File: config.mk
export PLATFORM = sky130hd
export DESIGN_NAME = pse_ctrl
export DESIGN_NICKNAME = d
export VERILOG_FILES = /design/src/assert_macros.svh /design/src/pse_pkg.sv /design/src/pse_ctrl.sv
export SDC_FILE = /design/constraint.sdc
export NUM_CORES = 1
export LEC_CHECK = 0
export BUFFER_PORTS_ARGS = -buffer_cell sky130_fd_sc_hd__clkbuf_2
export CAP_MARGIN = 10
export CORE_AREA = 4 4 41 43
export CTS_CLUSTER_DIAMETER = 80
export DETAILED_ROUTE_END_ITERATION = 16
export DIE_AREA = 0 0 45 47
export PLACE_DENSITY = 0.73
export SLEW_MARGIN = 20
export SYNTH_ARGS = -nofsm -noshare
export SYNTH_HDL_FRONTEND = slang
export SYNTH_SLANG_ARGS = --single-unit
File: constraint.sdc
create_clock -name clk_i -period 2.1 [get_ports clk_i]
set_input_delay 0.21 -clock clk_i [delete_from_list [all_inputs] [get_ports clk_i]]
set_output_delay 0.21 -clock clk_i [all_outputs]
set_load 0.01 [all_outputs]
File: src/assert_macros.svh
// assertion macros used by the top-level rtl file
// no dependencies; the checks drop out when SYNTH is defined
`ifndef ASSERT_MACROS_SVH
`define ASSERT_MACROS_SVH

`ifndef SYNTH
// clocked check, masked during reset
`define PSE_ASSERT(lbl, clk, rstn, prop, msg) \
  lbl: assert property (@(posedge clk) disable iff (!(rstn)) (prop)) else $error(msg);
// clocked check that also holds during reset
`define PSE_ASSERT_ALWAYS(lbl, clk, prop, msg) \
  lbl: assert property (@(posedge clk) (prop)) else $error(msg);
`else
`define PSE_ASSERT(lbl, clk, rstn, prop, msg)
`define PSE_ASSERT_ALWAYS(lbl, clk, prop, msg)
`endif

`endif

File: src/pse_pkg.sv
// shared constants, codes and controller/datapath signal groups
// for the postfix stack evaluator; no dependencies
package pse_pkg;

  localparam int unsigned STACK_DEPTH = 64;
  localparam int unsigned DATA_W      = 32;
  localparam int unsigned LVL_W       = $clog2(STACK_DEPTH + 1);
  localparam int unsigned ADDR_W      = $clog2(STACK_DEPTH);
  localparam int unsigned STEPS       = DATA_W;
  localparam int unsigned STEP_W      = $clog2(STEPS);

  typedef logic [2:0] opcode_t;
  localparam opcode_t OP_PUSH  = 3'd0;
  localparam opcode_t OP_ADD   = 3'd1;
  localparam opcode_t OP_SUB   = 3'd2;
  localparam opcode_t OP_MUL   = 3'd3;
  localparam opcode_t OP_DIV   = 3'd4;
  localparam opcode_t OP_POW   = 3'd5;
  localparam opcode_t OP_RSVD6 = 3'd6;
  localparam opcode_t OP_RSVD7 = 3'd7;

  typedef enum logic [2:0] {
    ST_OK      = 3'd0,
    ST_DIVZERO = 3'd1,
    ST_UNDER   = 3'd2,
    ST_OVER    = 3'd3,
    ST_BADOP   = 3'd4
  } status_e;

  typedef struct packed {
    logic load_tok;
    logic rd_second;
    logic load_ops;
    logic exec;
    logic div_step;
    logic pow_step;
    logic fix;
    logic commit;
  } cmd_t;

  typedef struct packed {
    logic need_fetch;
    logic div_iter;
    logic pow_iter;
    logic out_free;
  } stat_t;

endpackage

File: src/pse_ctrl.sv
// controller state machine: sequences decode, operand fetch, execution,
// iterative steps and commit; depends on pse_pkg
module pse_ctrl (
  input  logic           clk_i,
  input  logic           rst_ni,
  input  logic           in_valid_i,
  output logic           in_ready_o,
  input  pse_pkg::stat_t stat_i,
  output pse_pkg::cmd_t  cmd_o
);

  typedef enum logic [2:0] {
    S_IDLE,
    S_DECODE,
    S_FETCH,
    S_EXEC,
    S_DIV,
    S_POW,
    S_FIX,
    S_COMMIT
  } state_e;

  state_e                      state_q, state_d;
  logic [pse_pkg::STEP_W-1:0]  step_q, step_d;

  always_comb begin
    state_d    = state_q;
    step_d     = step_q;
    cmd_o      = '0;
    in_ready_o = 1'b0;
    unique case (state_q)
      S_IDLE: begin
        in_ready_o = 1'b1;
        if (in_valid_i) begin
          cmd_o.load_tok = 1'b1;
          state_d        = S_DECODE;
        end
      end
      S_DECODE: begin
        if (stat_i.need_fetch) begin
          cmd_o.rd_second = 1'b1;
          state_d         = S_FETCH;
        end else begin
          state_d = S_COMMIT;
        end
      end
      S_FETCH: begin
        cmd_o.load_ops = 1'b1;
        state_d        = S_EXEC;
      end
      S_EXEC: begin
        cmd_o.exec = 1'b1;
        step_d     = '0;
        if (stat_i.div_iter) begin
          state_d = S_DIV;
        end else if (stat_i.pow_iter) begin
          state_d = S_POW;
        end else begin
          state_d = S_COMMIT;
        end
      end
      S_DIV: begin
        cmd_o.div_step = 1'b1;
        step_d         = step_q + 1'b1;
        if (step_q == pse_pkg::STEP_W'(pse_pkg::STEPS - 1)) begin
          state_d = S_FIX;
        end
      end
      S_POW: begin
        cmd_o.pow_step = 1'b1;
        step_d         = step_q + 1'b1;
        if (step_q == pse_pkg::STEP_W'(pse_pkg::STEPS - 1)) begin
          state_d = S_FIX;
        end
      end
      S_FIX: begin
        cmd_o.fix = 1'b1;
        state_d   = S_COMMIT;
      end
      S_COMMIT: begin
        if (stat_i.out_free) begin
          cmd_o.commit = 1'b1;
          state_d      = S_IDLE;
        end
      end
      default: begin
        state_d = S_IDLE;
      end
    endcase
  end

  always_ff @(posedge clk_i or negedge rst_ni) begin
    if (!rst_ni) begin
      state_q <= S_IDLE;
      step_q  <= '0;
    end else begin
      state_q <= state_d;
      step_q  <= step_d;
    end
  end

endmodule

==> results.json, run 1 <==
{
  "outcome": "completed",
  "met1_usage_pct": 14.5,
  "via_per_inst": 5.47,
  "clockRootBuffer": "clkbuf_4",
  "synth_fp_nets": 69,
  "grt_pass1_vias": 433,
  "ys_seq_area_share_pct": 37.5,
  "fmax_mhz": 591,
  "grt_max_degree": 18,
  "internal-power_uw": 518,
  "hold_end": "state_q[1]",
  "fin_crit_ps": 1690,
  "p_clk_share_pct": 11.9,
  "cts_tree": "done",
  "setup_viol": 0,
  "detail-route-antenna-nets": 0,
  "relSlewSlack_pct": 63.1,
  "die_x_um": 45,
  "grtUsageMet3_pct": 6.90,
  "cp-end-kind": "primary output",
  "fp.dieArea_um2": 2120,
  "overflow": 0,
  "area_growth_pct": 17.6,
  "path_max_fanout": 14,
  "ioPinCount": 16,
  "hold_class": "in -> reg",
  "worst_slew_pin_slew_ps": 553,
  "cts_setup_buffers": 0,
  "power.share.sequential_pct": 40.3,
  "ir_worst_vdd_mv": 0.726,
  "wl_per_cell_um": 11.6,
  "power.density_nw_per_um2": 1540,
  "final_nets": 86,
  "drv_slew": 0,
  "swShare_pct": 46.5,
  "cap_viol_max_count": 0,
  "antenna_cells": 0,
  "cts_max_level": 1,
  "core_um2": 1300,
  "grtUsageMet2_pct": 18.6,
  "row_count": 13,
  "drive_gt1_share_pct": 34.7,
  "crit_arrival_ps": 1480,
  "gp_congestion": 0.787,
  "crit_buf_inv": 1,
  "yosysWarnings": 0,
  "dp_hpwl_um": 802,
  "fin_cells": 90,
  "reg2regPathDepth": 6,
  "synth_area_um2": 534,
  "vias": 492,
  "critPathTopFamily": "flip-flops",
  "cp_slowest_stage_delay_ps": 630,
  "die_y_um": 47,
  "dp_slack_ps": 469,
  "critical_path.startpoint_type": "flop",
  "grt_first_pass_wirelength_mm": 1.81,
  "antenna_found_initial": 0,
  "crit_slowest_cell": "dfrtp_1",
  "clock_latency_ps": 250,
  "path_clk_slew_ps": 50,
  "fin_skew_ps": 4.17,
  "hold_depth": 4,
  "grt_setup_unrepaired": "false",
  "grt.busiest_layer": "met2",
  "cts_resized": 0,
  "crit_required_ps": 1890,
  "crit_chain": "nand2_2, nor2_1, clkbuf_2",
  "hp-start": "stat_i[1]",
  "fin_setup_tns_ps": 0,
  "synth.distinct_cells": 24,
  "totalWireLength_mm": 1.04,
  "drc": 0,
  "initial_core_util_pct": 41.1,
  "cts_inserted_buffers": 3,
  "r2r_start": "step_q[0]",
  "worst_r2r_endpoint": "state_q[0]",
  "whs_ps": 291,
  "drtIter0Drc": 5,
  "finalWorstSetupSlack_ps": 408,
  "io_buffers": 15,
  "combPwrFrac_pct": 47.8,
  "cts_buffer_depth": 2,
  "cts.sinks": 8,
  "period_share_pct": 80.6,
  "leakagePower_nw": 0.292,
  "r2r_slack_ps": 480,
  "p_sw_uw": 450,
  "hold_buffers": 1,
  "crit_type": "reg -> out",
  "yosys_register_bits": 8,
  "dp_cells": 86,
  "firstDrtPassIters": 2,
  "track_usage_pct": 12.1,
  "syn_inst": 60,
  "hold_viol": 0,
  "syn_avg_cell_area_um2": 8.90
}
[metrics by stage]
stage / power [mW] / area, um2 / util, %
4_1_cts: 0.976 / 628 / 48.3
5_1_grt: 1.06 / 628 / 48.3
3_3_place_gp: 0.853 / 596 / 45.8
3_5_place_dp: 0.858 / 596 / 45.8
6_report: 0.967 / 628 / 48.3
2_1_floorplan: 0.768 / 534 / -
[placed cells by master (no fill, tap or decap)]
cell type	synthesis	routed
nand2_1	1	1
a311oi_1	2	2
nor2_1	8	8
clkbuf_4	0	3
mux2i_1	2	2
nor3_2	1	1
and3_1	3	3
dlygate4sd3_1	0	1
clkbuf_2	0	15
a221oi_2	1	1
a21oi_1	8	8
nand2_2	2	2
nand3_1	1	1
nor3_1	3	3
and2_1	1	1
ha_1	2	2
nor4_1	1	1
dfrtp_1	8	8
inv_2	2	2
nand2b_2	2	2
o21ai_1	2	2
nor2b_1	1	1
o22ai_1	2	2
o21a_1	1	1
o211ai_1	2	2
[power by group through the flow]
stage                     sequential [mW]  clock (mW)  combinational (mW)
after CTS                           0.389       0.120               0.467
after floorplan                     0.291           0               0.477
after detailed placement            0.393           0               0.466
after global placement              0.393           0               0.460
after global routing                0.411       0.129               0.524
final                               0.390       0.115               0.462
[sequential cells by signal (all words and copies together) (netlist names)]
| signal | count |
|---|---|
| step_q | 5 |
| state_q | 3 |
[worst register-to-register path: cells and delay by family, from the launching register on]
family | cells | cell delay [ps]
compound gates | 1 | 70
fa+ha+maj | 2 | 430
flops | 1 | 410
mux | 1 | 170
simple gates | 2 | 450
[synthesized netlist by cell type]
cell type  count  area (um2)
a21oi_1        8        40.0
a311oi_1       2        17.5
a221oi_2       1        15.0
nor2b_1        1        6.26
nor3_1         3        15.0
and3_1         3        18.8
and2_1         1        6.26
nor3_2         1        10.0
nand3_1        1        5.00
nand2_1        1        3.75
buf_6          2        22.5
dfrtp_1        8         200
o211ai_1       2        15.0
o22ai_1        2        12.5
mux2i_1        2        20.0
nand2_2        2        12.5
o21ai_1        2        10.0
nor2_1         8        30.0
o21a_1         1        7.51
nor4_1         1        6.26
nand2b_2       2        17.5
inv_2          2        7.51
ha_1           2        25.0
buf_2          2        10.0
[worst max path at each step]
stage	slack, ps	depth (start not counted)	to	from
floorplan	580	6	state_q[0]	step_q[0]
global placement	520	6	state_q[0]	step_q[0]
detailed placement	470	6	state_q[0]	step_q[0]
CTS	410	3	cmd_o[0]	state_q[1]
global route	280	3	cmd_o[0]	state_q[1]
finish	410	3	cmd_o[0]	state_q[1]
[routing by layer]
| layer | part of all wire (%) | wire, um |
|---|---|---|
| met1 | 46 | 480 |
| met2 | 47 | 494 |
| met3 | 6.3 | 66 |
| met4 | 0 | 0 |
| met5 | 0 | 0 |
[kinds of logic after synthesis]
logic type | Yosys count | synth area share [%]
adder cells (fa/ha/maj) | 2 | 4.68
AND/OR/NAND/NOR | 24 | 24.6
multiplexers | 2 | 3.75
flip-flops | 8 | 37.5
AO/OA/AOI/OAI | 18 | 22.0
buffers and inverters | 6 | 7.49
[cell type report]
cell class	count	area, um2
Clock buffer	3	22.5
Timing Repair Buffer	16	85.1
Inverter	2	7.51
Fill cell	131	673
Multi-Input combinational cell	46	294
Sequential cell	8	200
Tap cell	15	18.8
Power figures use the tool's default switching activity.
==> run 2, diff against run 1 <==
ABC_AREA = 1   (was unset)
PLACE_DENSITY = 0.76   (was 0.73)
clock period = 1.8 ns   (was 2.1 ns; I/O delays follow)
==> run 2 against run 1 <==
Final area is 12% higher. Area after synthesis rose by 8.2%. Sequential cell count stayed put. Global-route usage grew 0.63 points. Combinational power rose by 53%. Register-to-register slack got worse by 60 ps. Sequential power fell by 5%. Largest power group unchanged. Highest routed layer is now met4.
==> results.json, run 2 <==
{
  "crit_required_ps": 1620,
  "synth_compound_area_share_pct": 8.66,
  "dp_slack_ps": 425,
  "largest_reg_flops": 5,
  "final_nets": 109,
  "path_max_fanout": 7,
  "wl_per_cell_um": 10.3,
  "synth-xor-area-share_pct": 0,
  "antenna_cells": 0,
  "relSlewSlack_pct": 79.0,
  "p_sw_uw": 610,
  "postPlaceCellArea_um2": 672,
  "cts.sinks": 8,
  "crit_chain": "inv_2, nand3_2, nor2_1, clkbuf_2",
  "synth.distinct_cells": 20,
  "hold_class": "in -> reg",
  "drive_gt1_share_pct": 36.7,
  "r2r_slack_ps": 420,
  "initial_core_util_pct": 44.4,
  "synth_mux_area_share_pct": 0,
  "hold_viol": 0,
  "area_growth_pct": 21.9,
  "power.density_nw_per_um2": 1720,
  "clock_latency_ps": 250,
  "ir_worst_vdd_mv": 0.775,
  "synth-simple-area-share_pct": 42.2,
  "fillers": 134,
  "hold_buffers": 1,
  "final_cell_mix": "15 x clkbuf_2, 14 x nor2_1, 13 x nand2_1, 11 x inv_1, 8 x dfrtp_1",
  "top_regs": "step_q (5), state_q (3)",
  "yosysWarnings": 0,
  "cts_max_level": 1,
  "p_clk_share_pct": 11.0,
  "path_clk_slew_ps": 60,
  "fin_setup_tns_ps": 0,
  "dp_cells": 109,
  "power_mw": 1.21,
  "row_count": 13,
  "cts_setup_buffers": 0,
  "cap_viol_max_count": 0,
  "crit_type": "reg -> out",
  "layout.cells.most_common": "clkbuf_2",
  "grt_first_pass_wirelength_mm": 1.90,
  "cts_resized": 0,
  "worst_r2r_endpoint": "state_q[0]",
  "synth_top_family_by_area": "simple AND/OR/NAND/NOR gates",
  "vias": 554,
  "crit_path_end": "cmd_o[7]",
  "grt_max_degree": 9,
  "crit_slowest_cell": "dfrtp_1",
  "clockRootBuffer": "clkbuf_4",
  "period_share_pct": 80.8,
  "synthTopCellsByArea": "dfrtp_1 35%, nor2_1 9.1%, nand2_1 8.4%",
  "syn_avg_cell_area_um2": 7.32,
  "async_reset_ff_share_pct": 100,
  "gp_congestion": 0.871,
  "fp.dieArea_um2": 2120,
  "syn_inst": 79,
  "power.share.sequential_pct": 30.6,
  "synthAdderAreaFrac_pct": 4.33,
  "synth_top_area_share_pct": 34.6,
  "worst_slew_pin_slew_ps": 316,
  "synth_area_um2": 578,
  "post-route-util_pct": 54.1,
  "synth_most_common_cell": "nor2_1",
  "critPathTopFamily": "flip-flops",
  "drtIter0Drc": 16,
  "internal-power_uw": 601,
  "combPwrFrac_pct": 58.4,
  "drc": 0,
  "cts_tree": "done",
  "crit_buf_inv": 2,
  "cts_inserted_buffers": 3,
  "detail-route-antenna-nets": 0,
  "synth_fp_nets": 88,
  "ioPinCount": 16,
  "whs_ps": 226,
  "io_buffers": 15,
  "leakagePower_nw": 0.391,
  "setup.worst_path.start": "state_q[2]",
  "overflow": 0,
  "fin_cells": 113,
  "cts_buffer_depth": 2,
  "track_usage_pct": 12.8,
  "cp_slowest_stage_delay_ps": 490,
  "critical_path.startpoint_type": "flop",
  "ys_seq_area_share_pct": 34.6,
  "grt_pass1_vias": 460,
  "dp_hpwl_um": 961,
  "firstDrtPassIters": 4,
  "fin_crit_ps": 1450,
  "antenna_found_initial": 0,
  "top_register": "step_q",
  "synth_edf_count": 0,
  "swShare_pct": 50.4,
  "yosys_register_bits": 8,
  "setup_viol": 0,
  "yosysTopAreaCell": "dfrtp_1",
  "ys.flop_type": "dfrtp_1",
  "die_y_um": 47,
  "cp-end-kind": "primary output",
  "final_area_um2": 704,
  "reg2regPathDepth": 10,
  "totalWireLength_mm": 1.17,
  "crit_arrival_ps": 1270,
  "die_x_um": 45,
  "fin_skew_ps": 9.23,
  "fmax_mhz": 688,
  "cp.depth": 4,
  "ys_top_cells_by_count": "14 x nor2_1, 13 x nand2_1, 11 x inv_1",
  "core_um2": 1300,
  "r2r_start": "step_q[0]",
  "outcome": "completed",
  "via_per_inst": 4.90,
  "grt_setup_unrepaired": "false",
  "finalWorstSetupSlack_ps": 346,
  "drv_slew": 0
}
==> run 2: worst reg2reg max path, cell delays in order (launching register included) <==
cell and delay (ps):
dfrtp_1 400, ha_1 220, nand2_1 80, nor2_1 50
ha_1 180, inv_1 70, nand2_2 50, nand2_2 80
nor2_2 40, nand2_1 60, nand2_1 50
==> run 2: cell families (layout without fill, tap and decap cells) <==
kind of cell	count (synthesis)	in the layout
DFF	8	8
buffers and inverters	15	34
and+or+nand+nor	47	47
adders and majority gates	2	2
AOI/OAI and AO/OA	7	7
==> run 2: how the worst min path moves through the flow <==
stage / slack (ps) / startpoint / cells after the start / end
3_5_place_dp: 40 / rst_ni / 1 / step_q[3]
3_3_place_gp: 40 / rst_ni / 1 / step_q[3]
5_1_grt: 270 / stat_i[0] / 4 / state_q[1]
4_1_cts: 220 / stat_i[0] / 4 / state_q[1]
6_report: 230 / stat_i[0] / 4 / state_q[1]
2_1_floorplan: -120 / rst_ni / 0 / state_q[0]
==> run 2: power by group through the flow <==
stage	sequential [mW]	clock, mW	combinational, mW
after floorplan	0.346	0	0.552
after global placement	0.369	0	0.691
after detailed placement	0.372	0	0.707
after CTS	0.369	0.141	0.714
after global routing	0.385	0.152	0.796
final	0.371	0.133	0.707
==> run 2: per-layer routing <==
layer | global-route usage [%] | wire (um) | vias to the layer above | part of all wire [%]
met5 | 0 | 0 | - | 0
met3 | 4.60 | 84 | 2 | 7.2
met1 | 16.8 | 544 | 243 | 47
met2 | 18.1 | 514 | 21 | 44
li1 | - | - | 288 | -
met4 | 7.02 | 23 | 0 | 2.0
==> run 2: layout make-up <==
| cell class | count | area [um2] | area share [%] |
|---|---|---|---|
| Multi-Input combinational cell | 56 | 319 | 45.3 |
| Sequential cell | 8 | 200 | 28.4 |
| Timing Repair Buffer | 16 | 85.1 | 12.1 |
| Inverter | 15 | 58.8 | 8.35 |
| Clock buffer | 3 | 22.5 | 3.20 |
| Tap cell | 15 | 18.8 | 2.66 |
==> run 3, diff against run 2 <==
ABC_AREA = 0   (was 1)
PLACE_DENSITY = 0.75   (was 0.76)
clock period = 1.28 ns   (was 1.8 ns; I/O delays follow)
==> run 3 against run 2 <==
Highest routed layer unchanged. Largest power group unchanged. Sequential cell count unchanged. Critical endpoint is now state_q[0]. The run now ends with negative setup slack left. Clock skew fell by 3.5 ps. Sequential power is 59% higher. Largest cell class unchanged. Clock power grew 44%.
==> results.json, run 3 (synthesized netlist as in run 1, its figures left out) <==
{
  "critical_path.startpoint_type": "flop",
  "leakagePower_nw": 0.382,
  "postPlaceCellArea_um2": 683,
  "multi_input_area_um2": 370,
  "violations": "negative setup slack",
  "cts_buffer_depth": 2,
  "area.sequential_um2": 203,
  "dp_slack_ps": -212,
  "hold_depth": 4,
  "worst_slew_pin_slew_ps": 343,
  "cp-end-kind": "flop",
  "drtIter0Drc": 8,
  "die_y_um": 47,
  "track_usage_pct": 16.2,
  "vias": 578,
  "crit_required_ps": 1440,
  "crit_arrival_ps": 1620,
  "io_buffers": 15,
  "fin_cells": 105,
  "core_um2": 1300,
  "crit_type": "reg -> reg",
  "final_nets": 101,
  "ioPinCount": 16,
  "power_mw": 2.24,
  "hold_viol": 0,
  "top_register": "step_q",
  "top_regs": "step_q (5), state_q (3)",
  "cap_viol_max_count": 0,
  "hold_class": "in -> reg",
  "grt_first_pass_wirelength_mm": 2.42,
  "finalWorstSetupSlack_ps": -179,
  "largest_reg_flops": 5,
  "reg2regPathDepth": 6,
  "relSlewSlack_pct": 77.0,
  "final_area_um2": 833,
  "period_share_pct": 114,
  "final_cell_mix": "12 x clkbuf_2, 12 x buf_4, 8 x a21oi_1, 6 x nor2_1, 6 x dfrtp_1",
  "setup_viol": 10,
  "fin_setup_tns_ps": -1030,
  "overflow": 0,
  "cts.sinks": 8,
  "grt_max_degree": 10,
  "fillers": 103,
  "totalWireLength_mm": 1.57,
  "firstDrtPassIters": 4,
  "grt_pass1_vias": 576,
  "fin_crit_ps": 1460,
  "fmax_mhz": 685,
  "dp_hpwl_mm": 1.02,
  "antenna_cells": 0,
  "die_x_um": 45,
  "grt_setup_unrepaired": "true",
  "clockRootBuffer": "clkbuf_4",
  "power.density_nw_per_um2": 2680,
  "detail-route-antenna-nets": 0,
  "area_growth_pct": 56.0,
  "row_count": 13,
  "via_per_inst": 5.50,
  "drv_slew": 0,
  "drc": 0,
  "clock_latency_ps": 260,
  "ir_worst_vdd_mv": 1.21,
  "whs_ps": 221,
  "gp_congestion": 0.881,
  "path_max_fanout": 3,
  "dp_cells": 95,
  "cts_max_level": 1,
  "fin_skew_ps": 5.71,
  "initial_core_util_pct": 41.1,
  "antenna_found_initial": 0,
  "fp.dieArea_um2": 2120,
  "drive_gt1_share_pct": 58.9,
  "post-route-util_pct": 64.0,
  "cts_inserted_buffers": 3,
  "cts_tree": "done",
  "path_clk_slew_ps": 50,
  "outcome": "complete, but fails checks",
  "wl_per_cell_um": 15.0
}
==> run 3: cell types whose count changed in the layout (fill, tap and decap cells not counted), sizes merged, moves of 4 or more <==
cell	change
a21oi	+8
nand3	-4
inv	-13
buf	+18
nor2	-11
nand2	-15
==> run 3: area by class of cell <==
type	count	area share, %
Clock buffer	3	2.70
Inverter	2	1.20
Multi-Input combinational cell	46	44.4
Sequential cell	8	24.3
Tap cell	15	2.25
Timing Repair Buffer	31	25.1
==> run 3: worst max-delay path, cell delays in order, from the launching register on <==
cell	delay, ps
dfrtp_1	380
ha_2	190
and3_4	150
ha_4	170
mux2i_4	150
a221oi_2	80
nor4_2	240
==> run 3: final timing paths <==
path,from,endpoint,slack (ps)
worst max register to register,step_q[1],state_q[0],-180
worst max-delay path,step_q[1],state_q[0],-180
worst min-delay path,stat_i[1],state_q[1],220
min in group asynchronous,rst_ni,step_q[3],250
max in group asynchronous,rst_ni,state_q[2],840
worst min register to register,step_q[3],step_q[3],590
==> run 3: power breakdown <==
group	total (mW)	switching [mW]	internal [mW]	leakage (nW)
logic	1.45	0.694	0.759	0.278
registers	0.591	0.199	0.391	0.0907
clock network	0.192	0.0848	0.107	0.0138
==> run 3: repair_timing <==
| action | 4_1_cts | 5_1_grt |
|---|---|---|
| setup endpoints to repair | 11 | 12 |
| resized for setup | 6 | 14 |
| pin swaps | 5 | 3 |
| hold buffers | 1 | 0 |
| buffers inserted | 4 | 2 |
| endpoints found under the hold margin | 8 | 0 |
==> run 3: metal layers <==
metal / up-vias / wire (um) / track usage (%)
li1: 279 / - / -
met1: 280 / 608 / 15.9
met2: 16 / 841 / 30.5
met3: 3 / 107 / 6.13
met4: 0 / 12 / 6.43
met5: - / 0 / 0
